## config.mk

```make
export PLATFORM = sky130hd
export DESIGN_NAME = stepper_axis_sequencer_unit_flat
export DESIGN_NICKNAME = d
export VERILOG_FILES = /design/src/rtl/sas_pkg.sv /design/src/rtl/sas_if.sv /design/src/rtl/stepper_axis_sequencer_unit.sv /design/src/flat_wrapper.sv
export SDC_FILE = /design/constraint.sdc
export NUM_CORES = 1
export LEC_CHECK = 0
export BUFFER_PORTS_ARGS = -buffer_cell sky130_fd_sc_hd__buf_2
export CORE_MARGIN = 4
export CORE_UTILIZATION = 60
export DETAILED_ROUTE_END_ITERATION = 8
export PLACE_DENSITY = 0.83
export SLEW_MARGIN = 20
export SYNTH_ARGS = -nofsm -noshare
export SYNTH_HDL_FRONTEND = slang
export SYNTH_SLANG_ARGS = --single-unit
export TNS_END_PERCENT = 20
```

## constraint.sdc

```tcl
create_clock -name clk -period 17.4 [get_ports clk]
set_input_delay 0.87 -clock clk [delete_from_list [all_inputs] [get_ports clk]]
set_output_delay 0.87 -clock clk [all_outputs]
set_load 0.005 [all_outputs]
```

## src/rtl/sas_pkg.sv

```systemverilog
// Shared types, constants and helpers for the three-axis stepper sequencer.
// No dependencies; imported by the channel interfaces and the top level.
package sas_pkg;

  localparam int unsigned AXIS_COUNT_DEF = 3;
  localparam int unsigned PHASE_COUNT    = 4;
  localparam int unsigned POSITION_BITS  = 10;
  localparam int unsigned PHASE_BITS     = $clog2(PHASE_COUNT);
  localparam int unsigned AXIS_BITS      = 2;
  localparam int unsigned FUNC_BITS      = 2;
  localparam int unsigned MASK_BITS      = 3;
  localparam int unsigned BYTE_BITS      = 8;
  localparam int unsigned CFG_ADDR_W     = 5;
  localparam int unsigned CFG_DATA_W     = 32;

  localparam logic [POSITION_BITS-1:0] POS_MAX = '1;
  localparam logic [PHASE_BITS-1:0]    PHASE_LAST = PHASE_BITS'(PHASE_COUNT - 1);

  // reset values of the configuration registers
  localparam logic [POSITION_BITS-1:0] MAX_X_RST = POSITION_BITS'(202);
  localparam logic [POSITION_BITS-1:0] MAX_Y_RST = POSITION_BITS'(600);
  localparam logic [POSITION_BITS-1:0] MAX_Z_RST = POSITION_BITS'(600);
  localparam logic [MASK_BITS-1:0]     INVERT_RST = 3'd4;
  localparam logic [MASK_BITS-1:0]     UPPER_RST  = 3'd1;
  localparam logic [MASK_BITS-1:0]     DEVICE_RST = 3'd4;

  // register word indexes (byte address / 4)
  localparam logic [2:0] REG_MAX_X  = 3'd0;
  localparam logic [2:0] REG_MAX_Y  = 3'd1;
  localparam logic [2:0] REG_MAX_Z  = 3'd2;
  localparam logic [2:0] REG_INVERT = 3'd3;
  localparam logic [2:0] REG_UPPER  = 3'd4;
  localparam logic [2:0] REG_DEVICE = 3'd5;

  // command codes
  localparam logic [FUNC_BITS-1:0] FUNC_MOVE = 2'd0;
  localparam logic [FUNC_BITS-1:0] FUNC_HOME = 2'd1;
  localparam logic [FUNC_BITS-1:0] FUNC_TICK = 2'd2;

  localparam logic [BYTE_BITS-1:0] KEEP_LOW  = 8'h0f;
  localparam logic [BYTE_BITS-1:0] KEEP_HIGH = 8'hf0;

  typedef enum logic [2:0] {
    MODE_IDLE    = 3'd0,
    MODE_MOVE    = 3'd1,
    MODE_SEEK    = 3'd2,
    MODE_BACKOFF = 3'd3,
    MODE_FINISH  = 3'd4
  } run_mode_t;

  // full-step coil pattern
  function automatic logic [BYTE_BITS-1:0] phase_pattern(input logic [PHASE_BITS-1:0] idx);
    logic [BYTE_BITS-1:0] pat;
    case (idx)
      2'd0:    pat = 8'h09;
      2'd1:    pat = 8'h05;
      2'd2:    pat = 8'h06;
      2'd3:    pat = 8'h0a;
      default: pat = 8'h09;
    endcase
    return pat;
  endfunction

  // per-axis mask bit; axis 3 has no bit and reads 0
  function automatic logic mask_bit(input logic [MASK_BITS-1:0] mask,
                                    input logic [AXIS_BITS-1:0] ax);
    logic b;
    case (ax)
      2'd0:    b = mask[0];
      2'd1:    b = mask[1];
      2'd2:    b = mask[2];
      default: b = 1'b0;
    endcase
    return b;
  endfunction

  // bits of the port byte that survive a clear of the motor nibble
  function automatic logic [BYTE_BITS-1:0] keep_mask(input logic upper);
    return upper ? KEEP_LOW : KEEP_HIGH;
  endfunction

endpackage

```

## src/rtl/sas_if.sv

```systemverilog
// Valid/ready channel interfaces for the stepper sequencer: command beats in,
// result beats out. Depends on sas_pkg for field widths.
interface sas_in_if import sas_pkg::*; ();
  logic                     valid;
  logic                     ready;
  logic [FUNC_BITS-1:0]     func;
  logic [AXIS_BITS-1:0]     axis;
  logic [POSITION_BITS-1:0] target;
  logic [MASK_BITS-1:0]     limit_bits;
  logic [BYTE_BITS-1:0]     existing_byte;

  modport source (output valid, func, axis, target, limit_bits, existing_byte,
                  input ready);
  modport sink   (input valid, func, axis, target, limit_bits, existing_byte,
                  output ready);
endinterface

interface sas_out_if import sas_pkg::*; ();
  logic                     valid;
  logic                     ready;
  logic                     write_valid;
  logic                     device_select;
  logic [BYTE_BITS-1:0]     port_byte;
  logic                     busy_res;
  logic                     done_res;
  logic [POSITION_BITS-1:0] position;

  modport source (output valid, write_valid, device_select, port_byte, busy_res,
                  done_res, position, input ready);
  modport sink   (input valid, write_valid, device_select, port_byte, busy_res,
                  done_res, position, output ready);
endinterface

```

## src/rtl/stepper_axis_sequencer_unit.sv

```systemverilog
// Stepper sequencer top level: up to four axes sharing expander port bytes.
// Pipeline: an accepted beat lands in the input stage, then moves on to the result
//   register when that drains (two register stages: input stage, result register).
// Throughput: one beat per cycle while results are taken; a full input stage stalls
//   while a result waits, and all run state updates in the stage-to-result cycle.
// Reset (rst_n low, synchronous): run idle, positions 0, registers to defaults.
module stepper_axis_sequencer_unit import sas_pkg::*; #(
  parameter int unsigned AXIS_COUNT = AXIS_COUNT_DEF
) (
  input  logic                  clk,
  input  logic                  rst_n,
  sas_in_if.sink                in_if,
  sas_out_if.source             out_if,
  input  logic                  psel,
  input  logic                  penable,
  input  logic                  pwrite,
  input  logic [CFG_ADDR_W-1:0] paddr,
  input  logic [CFG_DATA_W-1:0] pwdata,
  output logic [CFG_DATA_W-1:0] prdata,
  output logic                  pready
);

  // ---------------------------------------------------------------------------
  // Configuration registers (APB, zero wait states)
  // ---------------------------------------------------------------------------
  logic [POSITION_BITS-1:0] max_x_r, max_y_r, max_z_r;
  logic [MASK_BITS-1:0]     invert_r, upper_r, device_r;
  logic                     cfg_wr;
  logic [2:0]               cfg_idx;

  assign pready  = 1'b1;
  assign cfg_wr  = psel && penable && pwrite;
  assign cfg_idx = paddr[4:2];

  always_ff @(posedge clk) begin
    if (!rst_n) begin
      max_x_r  <= MAX_X_RST;
      max_y_r  <= MAX_Y_RST;
      max_z_r  <= MAX_Z_RST;
      invert_r <= INVERT_RST;
      upper_r  <= UPPER_RST;
      device_r <= DEVICE_RST;
    end else if (cfg_wr) begin
      case (cfg_idx)
        REG_MAX_X:  max_x_r  <= pwdata[POSITION_BITS-1:0];
        REG_MAX_Y:  max_y_r  <= pwdata[POSITION_BITS-1:0];
        REG_MAX_Z:  max_z_r  <= pwdata[POSITION_BITS-1:0];
        REG_INVERT: invert_r <= pwdata[MASK_BITS-1:0];
        REG_UPPER:  upper_r  <= pwdata[MASK_BITS-1:0];
        REG_DEVICE: device_r <= pwdata[MASK_BITS-1:0];
        default: ;  // writes past the map are dropped
      endcase
    end
  end

  always_comb begin
    case (cfg_idx)
      REG_MAX_X:  prdata = CFG_DATA_W'(max_x_r);
      REG_MAX_Y:  prdata = CFG_DATA_W'(max_y_r);
      REG_MAX_Z:  prdata = CFG_DATA_W'(max_z_r);
      REG_INVERT: prdata = CFG_DATA_W'(invert_r);
      REG_UPPER:  prdata = CFG_DATA_W'(upper_r);
      REG_DEVICE: prdata = CFG_DATA_W'(device_r);
      default:    prdata = '0;
    endcase
  end

  // ---------------------------------------------------------------------------
  // Handshake: input stage -> result register
  // The stage drains whenever the result register is empty or being taken.
  // ---------------------------------------------------------------------------
  logic stage_valid_r;
  logic out_valid_r;
  logic advance;

  logic [FUNC_BITS-1:0]     s_func_r;
  logic [AXIS_BITS-1:0]     s_axis_r;
  logic [POSITION_BITS-1:0] s_target_r;
  logic [MASK_BITS-1:0]     s_limit_r;
  logic [BYTE_BITS-1:0]     s_byte_r;

  assign advance     = stage_valid_r && (!out_valid_r || out_if.ready);
  assign in_if.ready = !stage_valid_r || advance;

  always_ff @(posedge clk) begin
    if (!rst_n) begin
      stage_valid_r <= 1'b0;
    end else if (in_if.ready) begin
      stage_valid_r <= in_if.valid;
    end
  end

  always_ff @(posedge clk) begin
    if (in_if.valid && in_if.ready) begin
      s_func_r   <= in_if.func;
      s_axis_r   <= in_if.axis;
      s_target_r <= in_if.target;
      s_limit_r  <= in_if.limit_bits;
      s_byte_r   <= in_if.existing_byte;
    end
  end

  // ---------------------------------------------------------------------------
  // Run state
  // ---------------------------------------------------------------------------
  run_mode_t                mode_r, mode_nxt;
  logic [PHASE_BITS-1:0]    phase_r, phase_nxt;
  logic [POSITION_BITS-1:0] steps_r, steps_nxt;
  logic                     dir_r, dir_nxt;       // 1 = position rising
  logic [AXIS_BITS-1:0]     active_r, active_nxt;
  logic [BYTE_BITS-1:0]     saved_r, saved_nxt;
  logic [POSITION_BITS-1:0] pos_r [AXIS_COUNT];

  // lane reads: commanded axis and active axis
  logic [POSITION_BITS-1:0] cmd_pos, act_pos;
  always_comb begin
    cmd_pos = '0;
    act_pos = '0;
    for (int i = 0; i < AXIS_COUNT; i++) begin
      if (s_axis_r == AXIS_BITS'(i)) cmd_pos = pos_r[i];
      if (active_r == AXIS_BITS'(i)) act_pos = pos_r[i];
    end
  end

  logic [POSITION_BITS-1:0] cmd_max;
  always_comb begin
    case (s_axis_r)
      2'd0:    cmd_max = max_x_r;
      2'd1:    cmd_max = max_y_r;
      2'd2:    cmd_max = max_z_r;
      default: cmd_max = POS_MAX;
    endcase
  end

  // command decode
  logic                     is_cmd, cmd_ok, go_home, up;
  logic [POSITION_BITS-1:0] tgt_clamp, diff;

  assign is_cmd    = (s_func_r == FUNC_MOVE) || (s_func_r == FUNC_HOME);
  assign cmd_ok    = is_cmd && (mode_r == MODE_IDLE) &&
                     ({1'b0, s_axis_r} < 3'(AXIS_COUNT));
  assign go_home   = (s_func_r == FUNC_HOME) || (s_target_r == '0);
  assign tgt_clamp = (s_target_r > cmd_max) ? cmd_max : s_target_r;
  assign up        = tgt_clamp > cmd_pos;
  assign diff      = up ? (tgt_clamp - cmd_pos) : (cmd_pos - tgt_clamp);

  // tick decode
  logic                     is_tick, pressed, ph0, seek_hit, home_done, stepping;
  logic                     wrap, dir_eff, motor_fwd, upper_act;
  logic [POSITION_BITS-1:0] steps_dec, step_pos;
  logic [PHASE_BITS-1:0]    pat_idx;
  logic [BYTE_BITS-1:0]     cleared, phase_byte;

  assign is_tick   = (s_func_r == FUNC_TICK) && (mode_r != MODE_IDLE);
  assign pressed   = mask_bit(s_limit_r, active_r);
  assign ph0       = (phase_r == '0);
  // seek turns into back-off on the step boundary where the switch reads pressed
  assign seek_hit  = (mode_r == MODE_SEEK) && ph0 && pressed;
  assign home_done = (mode_r == MODE_BACKOFF) && ph0 && !pressed;
  assign stepping  = is_tick && (mode_r != MODE_FINISH) && !home_done;
  assign wrap      = (phase_r == PHASE_LAST);
  assign dir_eff   = seek_hit ? 1'b1 : dir_r;
  assign steps_dec = steps_r - 1'b1;

  // positions saturate at both ends
  always_comb begin
    if (dir_eff) step_pos = (act_pos == POS_MAX) ? act_pos : act_pos + 1'b1;
    else         step_pos = (act_pos == '0) ? act_pos : act_pos - 1'b1;
  end

  assign upper_act  = mask_bit(upper_r, active_r);
  assign cleared    = saved_r & keep_mask(upper_act);
  assign motor_fwd  = dir_eff ^ mask_bit(invert_r, active_r);
  assign pat_idx    = motor_fwd ? phase_r : (PHASE_LAST - phase_r);
  assign phase_byte = (upper_act ? (phase_pattern(pat_idx) << 4) : phase_pattern(pat_idx))
                      | cleared;

  // next run mode
  always_comb begin
    mode_nxt = mode_r;
    if (cmd_ok) begin
      if (go_home)          mode_nxt = MODE_SEEK;
      else if (diff == '0)  mode_nxt = MODE_FINISH;
      else                  mode_nxt = MODE_MOVE;
    end else if (is_tick) begin
      case (mode_r)
        MODE_FINISH:  mode_nxt = MODE_IDLE;
        MODE_SEEK:    mode_nxt = seek_hit ? MODE_BACKOFF : MODE_SEEK;
        MODE_BACKOFF: mode_nxt = home_done ? MODE_IDLE : MODE_BACKOFF;
        MODE_MOVE:    mode_nxt = (wrap && steps_dec == '0) ? MODE_FINISH : MODE_MOVE;
        default:      mode_nxt = mode_r;
      endcase
    end
  end

  // datapath next values and result fields
  logic                     pos_we;
  logic [POSITION_BITS-1:0] pos_wdata;
  logic                     res_wv, res_dev, res_done;
  logic [BYTE_BITS-1:0]     res_byte;
  logic [POSITION_BITS-1:0] res_pos;

  always_comb begin
    phase_nxt  = phase_r;
    steps_nxt  = steps_r;
    dir_nxt    = dir_r;
    active_nxt = active_r;
    saved_nxt  = saved_r;
    pos_we     = 1'b0;
    pos_wdata  = step_pos;
    res_wv     = 1'b0;
    res_byte   = '0;
    res_done   = 1'b0;
    res_pos    = act_pos;
    if (cmd_ok) begin
      active_nxt = s_axis_r;
      saved_nxt  = s_byte_r;
      phase_nxt  = '0;
      dir_nxt    = go_home ? 1'b0 : up;
      steps_nxt  = go_home ? '0 : diff;
      res_wv     = 1'b1;
      res_byte   = s_byte_r & keep_mask(mask_bit(upper_r, s_axis_r));
      res_pos    = cmd_pos;
    end else if (is_tick) begin
      res_wv = 1'b1;
      if (!stepping) begin
        // finishing tick: cleared byte, done; homing also zeroes the axis
        res_byte = cleared;
        res_done = 1'b1;
        if (home_done) begin
          pos_we    = 1'b1;
          pos_wdata = '0;
          res_pos   = '0;
        end
      end else begin
        res_byte  = phase_byte;
        dir_nxt   = dir_eff;
        phase_nxt = phase_r + 1'b1;
        if (wrap) begin
          pos_we  = 1'b1;
          res_pos = step_pos;
          if (mode_r == MODE_MOVE) steps_nxt = steps_dec;
        end
      end
    end
    res_dev = mask_bit(device_r, active_nxt);
  end

  always_ff @(posedge clk) begin
    if (!rst_n) begin
      mode_r   <= MODE_IDLE;
      phase_r  <= '0;
      steps_r  <= '0;
      dir_r    <= 1'b0;
      active_r <= '0;
      saved_r  <= '0;
      for (int i = 0; i < AXIS_COUNT; i++) pos_r[i] <= '0;
    end else if (advance) begin
      mode_r   <= mode_nxt;
      phase_r  <= phase_nxt;
      steps_r  <= steps_nxt;
      dir_r    <= dir_nxt;
      active_r <= active_nxt;
      saved_r  <= saved_nxt;
      for (int i = 0; i < AXIS_COUNT; i++) begin
        if (pos_we && active_r == AXIS_BITS'(i)) pos_r[i] <= pos_wdata;
      end
    end
  end

  // ---------------------------------------------------------------------------
  // Result register
  // ---------------------------------------------------------------------------
  logic                     out_wv_r, out_dev_r, out_busy_r, out_done_r;
  logic [BYTE_BITS-1:0]     out_byte_r;
  logic [POSITION_BITS-1:0] out_pos_r;

  always_ff @(posedge clk) begin
    if (!rst_n) begin
      out_valid_r <= 1'b0;
    end else if (advance) begin
      out_valid_r <= 1'b1;
    end else if (out_if.ready) begin
      out_valid_r <= 1'b0;
    end
  end

  always_ff @(posedge clk) begin
    if (advance) begin
      out_wv_r   <= res_wv;
      out_dev_r  <= res_dev;
      out_byte_r <= res_byte;
      out_busy_r <= (mode_nxt != MODE_IDLE);
      out_done_r <= res_done;
      out_pos_r  <= res_pos;
    end
  end

  assign out_if.valid         = out_valid_r;
  assign out_if.write_valid   = out_wv_r;
  assign out_if.device_select = out_dev_r;
  assign out_if.port_byte     = out_byte_r;
  assign out_if.busy_res      = out_busy_r;
  assign out_if.done_res      = out_done_r;
  assign out_if.position      = out_pos_r;

  // ---------------------------------------------------------------------------
  // Checks
  // ---------------------------------------------------------------------------
  a_busy_tracks_mode: assert property (@(posedge clk) disable iff (!rst_n)
    advance |=> (out_busy_r == (mode_r != MODE_IDLE)))
    else $error("busy flag disagrees with run mode");

  a_move_has_steps: assert property (@(posedge clk) disable iff (!rst_n)
    (mode_r == MODE_MOVE) |-> (steps_r != '0))
    else $error("move run with no steps left");

  a_done_not_busy: assert property (@(posedge clk) disable iff (!rst_n)
    (out_valid_r && out_done_r) |-> !out_busy_r)
    else $error("done reported while still busy");

  a_phase_mid_run: assert property (@(posedge clk) disable iff (!rst_n)
    (phase_r != '0) |-> (mode_r == MODE_MOVE || mode_r == MODE_SEEK ||
                         mode_r == MODE_BACKOFF))
    else $error("phase off a step boundary outside an active run");

  a_stage_held: assert property (@(posedge clk) disable iff (!rst_n)
    (stage_valid_r && !advance) |=> (stage_valid_r && $stable(s_func_r)))
    else $error("stalled input stage lost its beat");

endmodule

```

## src/flat_wrapper.sv

```systemverilog
// flat-port wrapper written by rule: the top's interface ports become plain ports
module stepper_axis_sequencer_unit_flat import sas_pkg::*;
#(
  parameter int unsigned AXIS_COUNT = AXIS_COUNT_DEF
)
  (clk, rst_n, psel, penable, pwrite, paddr, pwdata, prdata, pready, in_if_valid, in_if_func, in_if_axis, in_if_target, in_if_limit_bits, in_if_existing_byte, in_if_ready, out_if_valid, out_if_write_valid, out_if_device_select, out_if_port_byte, out_if_busy_res, out_if_done_res, out_if_position, out_if_ready);
  sas_in_if in_if_i ();
  sas_out_if out_if_i ();
  input  logic clk;
  input  logic rst_n;
  input  logic psel;
  input  logic penable;
  input  logic pwrite;
  input  logic [CFG_ADDR_W-1:0] paddr;
  input  logic [CFG_DATA_W-1:0] pwdata;
  output logic [CFG_DATA_W-1:0] prdata;
  output logic pready;
  input wire logic [$bits(in_if_i.valid)-1:0] in_if_valid;
  input wire logic [$bits(in_if_i.func)-1:0] in_if_func;
  input wire logic [$bits(in_if_i.axis)-1:0] in_if_axis;
  input wire logic [$bits(in_if_i.target)-1:0] in_if_target;
  input wire logic [$bits(in_if_i.limit_bits)-1:0] in_if_limit_bits;
  input wire logic [$bits(in_if_i.existing_byte)-1:0] in_if_existing_byte;
  output wire logic [$bits(in_if_i.ready)-1:0] in_if_ready;
  output wire logic [$bits(out_if_i.valid)-1:0] out_if_valid;
  output wire logic [$bits(out_if_i.write_valid)-1:0] out_if_write_valid;
  output wire logic [$bits(out_if_i.device_select)-1:0] out_if_device_select;
  output wire logic [$bits(out_if_i.port_byte)-1:0] out_if_port_byte;
  output wire logic [$bits(out_if_i.busy_res)-1:0] out_if_busy_res;
  output wire logic [$bits(out_if_i.done_res)-1:0] out_if_done_res;
  output wire logic [$bits(out_if_i.position)-1:0] out_if_position;
  input wire logic [$bits(out_if_i.ready)-1:0] out_if_ready;
  assign in_if_i.valid = in_if_valid;
  assign in_if_i.func = in_if_func;
  assign in_if_i.axis = in_if_axis;
  assign in_if_i.target = in_if_target;
  assign in_if_i.limit_bits = in_if_limit_bits;
  assign in_if_i.existing_byte = in_if_existing_byte;
  assign in_if_ready = in_if_i.ready;
  assign out_if_valid = out_if_i.valid;
  assign out_if_write_valid = out_if_i.write_valid;
  assign out_if_device_select = out_if_i.device_select;
  assign out_if_port_byte = out_if_i.port_byte;
  assign out_if_busy_res = out_if_i.busy_res;
  assign out_if_done_res = out_if_i.done_res;
  assign out_if_position = out_if_i.position;
  assign out_if_i.ready = out_if_ready;
  stepper_axis_sequencer_unit #(.AXIS_COUNT(AXIS_COUNT)) u_core (.clk(clk), .rst_n(rst_n), .in_if(in_if_i), .out_if(out_if_i), .psel(psel), .penable(penable), .pwrite(pwrite), .paddr(paddr), .pwdata(pwdata), .prdata(prdata), .pready(pready));
endmodule
```

**Word level (Yosys, flattened, before mapping)**

Memory sizes are Yosys's and may differ from the RTL's.
Index checks and enable logic that the tools add are counted.

- Memories: 1
- Output and inout bits: 57
- Word-level logic and storage cells: 205
- Bits in registers: 114
- RAM bits: 30
- Bits of input ports: 69

Memories:

| name | words | bits a word | rd ports | clocked after memory_dff | wr ports | RTL line | RTL |
|---|---|---|---|---|---|---|---|
| u_core.pos_r | 3 | 10 | 3 | 0 | 3 | stepper_axis_sequencer_unit.sv:112 | `logic [POSITION_BITS-1:0] pos_r [AXIS_COUNT];` |

- Eq/ne operators: 23
- $add $sub $neg: 7
- Reductions and logical operators: 54
- Multiplexer cells: 84
- $lt $le $gt $ge: 3
- Bitwise gates (word level): 8

Operators with widths:

| cell | count |
|---|---|
| 10-bit two-way mux | 29 |
| 10-bit one-hot mux with 6 select lines | 1 |
| 8-bit two-way mux | 6 |
| 10-bit logical NOT | 4 |
| 8-bit one-hot mux with 4 select lines | 1 |
| 10-bit one-hot mux with 3 select lines | 1 |
| 1-bit two-way mux | 29 |
| 10-bit > comparator | 2 |
| 10-bit by 1-bit subtractor with 10-bit output (second input constant) | 2 |
| 10-bit subtractor | 2 |
| 1-bit logical AND | 17 |
| 8-bit AND | 2 |
| 3-bit two-way mux | 5 |
| 1-bit one-hot mux with 3 select lines | 5 |
| 2-bit == test (second input constant) | 7 |
| 2-bit AND reduction | 7 |
| 3-bit by 2-bit == test with 1-bit output (second input constant) | 4 |
| 2-bit logical NOT | 6 |
| 2-bit two-way mux | 6 |
| 3-bit one-hot mux with 4 select lines | 1 |
| 10-bit by 1-bit adder with 10-bit output (second input constant) | 1 |
| 10-bit == test (second input constant) | 1 |
| 2-bit by 1-bit == test with 1-bit output (second input constant) | 5 |
| 2-bit nonzero test | 5 |
| other kinds (17) | 30 |

**Depth between registers and ports, before layout**

Gate-level depths: netlist of the first run.

- Word-level depth: 15
- Mapped depth: 29

**Least setup slack after synthesis of the first run**

Ideal clock, no wire load.

- Path kind: register to register
- From: register u_core.s_axis_r[0]
- To: register u_core.mode_r[2]
- Period minus slack after synthesis: 6.280 ns
- Data arrival time: 6.209 ns
- Path buffers: 5
- Cell stages (with the launch flop): 26
- Setup time: 0.071 ns
- Slack: 11.120 ns
- Cell sequence: edfxtp_1 -> buf_6 -> clkbuf_1 -> buf_1 -> mux2_2 -> o22ai_1 -> ha_1 -> nand4_1 -> a2111oi_0 -> mux2_4 -> a2111oi_4 -> nor2_1 -> buf_1 -> mux2i_1 -> ha_1 -> clkbuf_1 -> a21o_1 -> a21o_1 -> a21oi_1 -> o21ai_0 -> nor2b_1 -> nand2_1 -> mux2i_1 -> o2111ai_1 -> or4_1 -> o21ai_1

- Word-level cells in the longest chain between the ends: 10

Ends and longest elaborated chain:

| item | RTL line | RTL |
|---|---|---|
| start, declared | stepper_axis_sequencer_unit.sv:77 | `logic [AXIS_BITS-1:0] s_axis_r;` |
| start signal, assigned | stepper_axis_sequencer_unit.sv:96 | `s_axis_r <= in_if.axis;` |
| 2-bit == test, or another cell as far along | stepper_axis_sequencer_unit.sv:120, stepper_axis_sequencer_unit.sv:127 |  |
| 10-bit one-hot mux with 3 select lines / 10-bit two-way mux (equally long branches) | stepper_axis_sequencer_unit.sv:127, stepper_axis_sequencer_unit.sv:120 |  |
| 10-bit > comparator / 10-bit two-way mux (equally long branches) | stepper_axis_sequencer_unit.sv:143, stepper_axis_sequencer_unit.sv:120 |  |
| 10-bit two-way mux (on tied branches) | stepper_axis_sequencer_unit.sv:143, stepper_axis_sequencer_unit.sv:120 |  |
| 10-bit subtractor / 10-bit > comparator (equally long branches) | stepper_axis_sequencer_unit.sv:145, stepper_axis_sequencer_unit.sv:144 |  |
| 10-bit two-way mux | stepper_axis_sequencer_unit.sv:145 | `assign diff = up ? (tgt_clamp - cmd_pos) : (cmd_pos - tgt_clamp);` |
| 10-bit logical NOT | stepper_axis_sequencer_unit.sv:183 | `else if (diff == '0) mode_nxt = MODE_FINISH;` |
| 3-bit two-way mux | stepper_axis_sequencer_unit.sv:183 |  |
| 3-bit two-way mux | stepper_axis_sequencer_unit.sv:182 | `if (go_home) mode_nxt = MODE_SEEK;` |
| 3-bit two-way mux * | stepper_axis_sequencer_unit.sv:181 | `if (cmd_ok) begin` |
| end signal, assigned | stepper_axis_sequencer_unit.sv:259 | `mode_r <= mode_nxt;` |
| end, declared | stepper_axis_sequencer_unit.sv:106 | `run_mode_t mode_r, mode_nxt;` |

Every way passes the cells marked *; elsewhere a longest branch is shown, timed or not.
A chain may end at the register's enable or synchronous reset.

**Final worst setup path of the first run**

Same ends and word-level chain as after synthesis.

==> key figures, run 1 <==
Run status
  • Status: completed

Power and ir drop
  • Total Power: 0.938 mW
  • Net Sw Power: 0.277 mW
  • Clock share of power: 39.2%
  • Pwr per Cell Area: 92.5 mW/mm2
  • Pleak: 4.10 nW
  • Part of the power in registers: 40.4%
  • Gate power share: 20.4%
  • Sw frac: 29.5%
  • Max VDD drop: 0.0000752 V
  • Internal power: 0.661 mW

STA
  • Final Hold Vio Count: 0
  • Final worst-path cycle share: 41.4%
  • Tightest Pin Transition: 1.16 ns
  • Tmin final: 7.19 ns
  • Setup ws final: 10.21 ns
  • Worst Skew: 0.00869 ns
  • Setup TNS: 0 ns
  • Slew HR: 21.7%
  • Max Fclk: 139 MHz
  • RSZ-0062 raised after global routing: no
  • Finish-stage setup viols: 0
  • Slew Limit Fails: 0
  • Hold slack: 0.470 ns

Clocking
  • Post-CTS Setup Inserts: 0
  • Total CTS buffers: 17
  • Max H-tree Level: 4
  • Worst skew pair latency: 0.42 ns
  • Cts hold-fix bufs: 0
  • Clk pin slew, worst setup/hold paths: 0.06 ns
  • CTS tree: built
  • Sinks on Clock Net: 144
  • Max Root-Sink Buffers: 2
  • CTS resizes: 0
  • Root Buffer: clkbuf_16

Synthesis
  • Number of synthesized flops with an enable pin: 77
  • Largest area contributor in the netlist: edfxtp_1
  • Leading post-synthesis cells by cell area: edfxtp_1 (25%), dfxtp_1 (15%), mux2i_1 (6.8%)
  • Fraction of registers with async set/reset: 0%
  • Synth warn: 0
  • Top cell type's share of synthesized area: 25.5%
  • Mapped cell area: 0.00907 mm2
  • Yosys cell types: 72
  • Yosys reg bits: 144
  • Syn Area/Cell: 8.93 um2
  • Ys flop type: edfxtp_1
  • Gate Count Post-Synth: 1016
  • Post-synthesis sequential area ratio: 40.3%

Global routing
  • Initial antenna violation count: 0
  • Overflow after GRT: 0
  • Number of global-route vias before repair: 7419
  • Total track usage: 28.5%
  • First-pass GRT wire length: 37.9 mm
  • Largest net degree at the start of global routing: 75

Setup path
  • RR Endpoint: u_core.mode_r[2]
  • Crit start category: flop
  • Crit path kind: flop to flop
  • Worst EP required: 17.76 ns
  • Reg-to-reg slack, setup: 10.21 ns
  • FF-to-FF path depth: 22
  • CP endpoint kind: flop
  • Max FO, Critical Path: 26
  • Crit path arrival time: 7.55 ns
  • FF-to-FF Start: u_core.s_axis_r[0]

Cells and area
  • Final-stage net count: 1184
  • Core Util, Final: 69.0%
  • Storage cell area: 0.00365 mm2
  • Most frequent cells in the layout: nand2_1 (137), nor2_1 (86), buf_2 (78)
  • Post-route cell area: 0.0101 mm2
  • Share of layout cells above drive strength 1: 14.7%
  • Syn-to-layout area delta: 11.8%
  • Commonest non-fill, non-tap cell in the layout: nand2_1
  • Fillcell total: 1138
  • Antenna cells: 0
  • Post-Layout Cell Count: 1277
  • Area taken by multi-input logic gates: 0.00496 mm2

Placed design
  • RePlAce Congestion: 0.921
  • Placed insts: 1245
  • Dpl cell area: 0.00955 mm2
  • Pre-CTS WS: 10.36 ns
  • Port Buffers: 78
  • Detail Placement HPWL: 16.7 mm

Floorplan
  • Initial core utilization: 61.7%
  • IO Count: 126
  • Row count: 44
  • Die Y: 131 um
  • CORE AREA: 0.0147 mm2
  • Die width: 131 um
  • Die Footprint: 0.0172 mm2

Route
  • Initial DRC Count: 890
  • Avg WL per Cell: 19.1 um
  • Routed Antenna Nets: 0
  • Via density: 6.28
  • First drt pass iteration count: 6
  • Drc violations: 0
  • Via Count: 8016
  • Final wirelength: 24.4 mm

Job
  • Max capacitance violation total: 0

Hold path
  • Worst Hold Endpoint: u_core.saved_r[0]
  • HP Start: u_core.saved_r[0]
  • Hold Path Stages: 2
  • Worst min-delay path category: flop to flop
==> cell usage after synthesis, types with 4 or more instances <==
cell,instances
a21boi_0,27
a21o_1,13
a21oi_1,43
a22oi_1,5
a2bb2oi_1,4
a31oi_1,10
and2_1,8
and3_1,4
buf_4,24
clkbuf_1,40
dfxtp_1,67
edfxtp_1,77
ha_1,33
inv_1,51
mux2_2,14
mux2i_1,62
nand2_1,137
nand2b_1,7
nand3_1,27
nand4_1,11
nor2_1,86
nor2b_1,29
nor3_1,23
nor3b_1,4
nor4_1,11
o211a_1,5
o211ai_1,4
o21a_1,6
o21ai_0,52
o21ai_1,4
o21bai_1,4
o221ai_1,8
o22a_1,8
o22ai_1,13
o2bb2ai_1,5
o31ai_1,5
or2_2,8
or3_1,5
xnor2_1,16
==> per-layer routing <==
metal / up-vias / global-route usage, % / part of all wire (%)
li1: 3746 / - / -
met1: 3817 / 38.5 / 42
met2: 397 / 46.0 / 47
met3: 56 / 5.65 / 8.7
met4: 0 / 9.74 / 2.6
met5: - / 0 / 0
==> power by group through the flow <==
stage	clock network, mW	registers [mW]	logic, mW
3_3_place_gp	0	0.385	0.183
4_1_cts	0.371	0.379	0.187
5_1_grt	0.387	0.380	0.210
6_report	0.368	0.379	0.191
3_5_place_dp	0	0.386	0.184
2_1_floorplan	0	0.383	0.139
==> registers in the layout, indices dropped and copies added, names as in the netlist, 2 cells and up <==
| signal | flops |
|---|---|
| u_core.active_r | 2 |
| u_core.device_r | 3 |
| u_core.invert_r | 3 |
| u_core.max_x_r | 10 |
| u_core.max_y_r | 10 |
| u_core.max_z_r | 10 |
| u_core.mode_r | 3 |
| u_core.out_if.port_byte | 8 |
| u_core.out_if.position | 10 |
| u_core.phase_r | 2 |
| u_core.pos_r | 30 |
| u_core.s_axis_r | 2 |
| u_core.s_byte_r | 8 |
| u_core.s_func_r | 2 |
| u_core.s_limit_r | 3 |
| u_core.s_target_r | 10 |
| u_core.saved_r | 8 |
| u_core.steps_r | 10 |
| u_core.upper_r | 3 |
==> kinds of logic after synthesis <==
family	share of synthesized area [%]
muxes	9.15
buffers and inverters	6.16
xor gates and xnor gates	1.74
other	0.0828
DFF	40.3
adders and majority gates	5.12
AOI/OAI and AO/OA	18.6
and+or+nand+nor	18.9
==> critical path: stages (launching register included) <==
cell and delay (ns):
edfxtp_1 0.32, buf_4 0.38, nand2b_4 0.31, o22a_1 0.23, inv_1 0.06, ha_1 0.39
nand3_1 0.16, a2111oi_0 0.44, mux2_4 0.25, a2111oi_4 0.04, nor2_1 0.80, mux2i_1 0.39
ha_1 0.40, a21o_1 0.22, a21o_1 0.19, a21oi_1 0.41, o21ai_0 0.30, nor2b_1 0.28
nand2_1 0.33, mux2i_1 0.35, o2111ai_1 0.18, or4_1 0.54, o21ai_1 0.14
==> worst max path at each step <==
stage                       startpoint                to
detailed placement  u_core.s_axis_r[0]  u_core.mode_r[2]
global route        u_core.s_axis_r[0]  u_core.mode_r[2]
finish              u_core.s_axis_r[0]  u_core.mode_r[2]
CTS                 u_core.s_axis_r[0]  u_core.mode_r[2]
floorplan           u_core.s_axis_r[0]  u_core.mode_r[2]
global placement    u_core.s_axis_r[0]  u_core.mode_r[2]
==> cell type report <==
type / instances / area share [%]
Clock buffer: 20 / 4.40
Clock inverter: 12 / 1.43
Multi-Input combinational cell: 771 / 48.9
Timing Repair Buffer: 95 / 5.11
Sequential cell: 144 / 36.0
Inverter: 51 / 1.89
Tap cell: 184 / 2.27
No activity file was read; power rests on OpenSTA's default activity.
==> run 2: changes to the inputs <==
--- a/config.mk
+++ b/config.mk
@@ -7,9 +7,9 @@
 export LEC_CHECK = 0
 export BUFFER_PORTS_ARGS = -buffer_cell sky130_fd_sc_hd__buf_2
 export CORE_MARGIN = 4
-export CORE_UTILIZATION = 60
+export CORE_UTILIZATION = 53
 export DETAILED_ROUTE_END_ITERATION = 8
-export PLACE_DENSITY = 0.83
+export PLACE_DENSITY = 0.77
 export SLEW_MARGIN = 20
 export SYNTH_ARGS = -nofsm -noshare
 export SYNTH_HDL_FRONTEND = slang
==> constraint.sdc (replaced) <==
create_clock -name clk -period 6.5 [get_ports clk]
set_input_delay 0.325 -clock clk [delete_from_list [all_inputs] [get_ports clk]]
set_output_delay 0.325 -clock clk [all_outputs]
set_load 0.005 [all_outputs]
==> run 2 against run 1 <==
Global-route usage is 3.8 points lower. Clock skew is 0.0026 ns higher. Wire length is 0.42% higher. Utilization is 7.9 points lower. Setup slack worse by 9.8 ns. Largest cell class unchanged. Highest routed layer unchanged.
==> key figures, run 2 (synthesis results as in run 1) <==
Run status
  • Status: completed

Cells and area
  • Most frequent cells in the layout: nand2_1 (137), nor2_1 (86), buf_2 (78)
  • Storage cell area: 0.00365 mm2
  • Final-stage net count: 1190
  • Fillcell total: 1424
  • Post-Layout Cell Count: 1319
  • Max reg flops: 30
  • Area taken by multi-input logic gates: 0.00498 mm2
  • Syn-to-layout area delta: 12.5%
  • Biggest register: u_core.pos_r
  • Antenna cells: 0
  • Commonest non-fill, non-tap cell in the layout: nand2_1
  • Share of layout cells above drive strength 1: 15.5%

Route
  • Routed Antenna Nets: 0
  • Drc violations: 0
  • Via density: 5.98
  • Final wirelength: 24.5 mm
  • Avg WL per Cell: 18.6 um
  • First drt pass iteration count: 6
  • Initial DRC Count: 734
  • Via Count: 7887

Setup path
  • Crit path arrival time: 6.44 ns
  • Worst EP required: 6.86 ns
  • CP endpoint kind: flop
  • Crit path kind: flop to flop
  • Max FO, Critical Path: 12
  • Crit start category: flop

Floorplan
  • IO Count: 126
  • Die Footprint: 0.0193 mm2
  • Die width: 139 um
  • CORE AREA: 0.0167 mm2
  • Row count: 47
  • Initial core utilization: 54.3%
  • Die Y: 139 um

Clocking
  • Root Buffer: clkbuf_16
  • Total CTS buffers: 17
  • CTS tree: built
  • Clk pin slew, worst setup/hold paths: 0.07 ns
  • Max Root-Sink Buffers: 2
  • Cts hold-fix bufs: 0
  • Post-CTS Setup Inserts: 0
  • Sinks on Clock Net: 144
  • Max H-tree Level: 4
  • Worst skew pair latency: 0.43 ns

Power and ir drop
  • Total Power: 2.47 mW
  • Gate power share: 21.0%
  • Max VDD drop: 0.000197 V
  • Pleak: 4.11 nW
  • Pwr per Cell Area: 242 mW/mm2
  • Sw frac: 31.4%
  • Internal power: 1.70 mW
  • Clock share of power: 37.9%
  • Net Sw Power: 0.777 mW
  • Part of the power in registers: 41.0%

Job
  • Max capacitance violation total: 0

Global routing
  • Largest net degree at the start of global routing: 75
  • Global Route met1 Usage: 32.4%
  • First-pass GRT wire length: 38.6 mm
  • Number of global-route vias before repair: 7524
  • Overflow after GRT: 0
  • Most Used Layer, Global Route: met2
  • Total track usage: 24.7%
  • Initial antenna violation count: 0
  • Met3 track demand over resource: 4.66%
  • Met2 Use GR: 40.7%

STA
  • Setup TNS: 0 ns
  • Final worst-path cycle share: 93.6%
  • Max Fclk: 164 MHz
  • Final Hold Vio Count: 0
  • Worst Skew: 0.0112 ns
  • Slew HR: 34.8%
  • Finish-stage setup viols: 0
  • Setup ws final: 0.415 ns
  • Tmin final: 6.08 ns
  • Slew Limit Fails: 0
  • Hold slack: 0.0643 ns
  • Tightest Pin Transition: 0.970 ns
  • RSZ-0062 raised after global routing: no

Placed design
  • RePlAce Congestion: 0.910
  • Detail Placement HPWL: 17.2 mm
  • Pre-CTS WS: 0.514 ns
  • Placed insts: 1287
  • Port Buffers: 78

Hold path
  • Worst min-delay path category: input pin to flop
[run 2: changes by cell type in the layout (fill, tap and decap cells not counted), moves of 2 or more]
cell	delta
clkinv_4	-3
clkinvlp_4	+3
inv_8	+4
bufinv_16	-2
buf_4	+6
[run 2: layer usage]
layer | up-vias | wire length (um)
li1 | 3760 | -
met5 | - | 0
met1 | 3750 | 10300
met2 | 313 | 11700
met4 | 0 | 793
met3 | 64 | 1640
[run 2: final timing paths]
check / depth (start not counted) / slack [ns] / start / endpoint
worst max-delay path: 22 / 0.42 / u_core.s_axis_r[0] / u_core.mode_r[2]
worst min-delay path: 1 / 0.06 / in_if_existing_byte[7] / u_core.s_byte_r[7]
worst max register to register: 22 / 0.42 / u_core.s_axis_r[0] / u_core.mode_r[2]
worst min register to register: 2 / 0.46 / u_core.saved_r[4] / u_core.saved_r[4]
[run 2: final cells by class]
class                           count  share of cell area, %
Clock buffer                       18                   4.20
Clock inverter                     14                   1.20
Inverter                           51                   1.87
Multi-Input combinational cell    771                   48.7
Sequential cell                   144                   35.8
Tap cell                          220                   2.70
Timing Repair Buffer              101                   5.51
[run 2: power by group through the flow]
stage          Combinational, mW  Sequential [mW]  Clock, mW
5_1_grt                    0.569             1.02      0.984
4_1_cts                    0.510             1.01      0.943
2_1_floorplan              0.371             1.03          0
6_report                   0.520             1.02      0.938
3_5_place_dp               0.505             1.03          0
3_3_place_gp               0.500             1.03          0
[run 2: critical path, cell delays in order, from the launching register on]
cell      delay, ns
edfxtp_1       0.64
buf_4          0.23
mux2_2         0.34
o22ai_1        0.26
ha_1           0.23
nand2_1        0.07
o21ai_0        0.43
nor2_1         0.10
a31o_2         0.25
nor2_1         0.09
buf_4          0.21
mux2_2         0.41
ha_1           0.35
nor2b_1        0.14
o21ai_0        0.19
a21boi_0       0.22
or2_2          0.35
o311ai_2       0.31
a21boi_1       0.15
mux2i_1        0.24
nand3_1        0.17
or4_1          0.50
o21ai_1        0.13
[run 2: what timing repair did]
item / CTS / global route
resized for setup: 0 / 1
hold endpoints to repair: 0 / 0
endpoints found under the setup margin: 0 / 1
[run 2: per-stage QoR]
stage	util (%)	cell area [um2]
2_1_floorplan	-	9150
3_3_place_gp	57.7	9640
3_5_place_dp	57.7	9640
4_1_cts	61.0	10200
5_1_grt	61.1	10200
6_report	61.1	10200
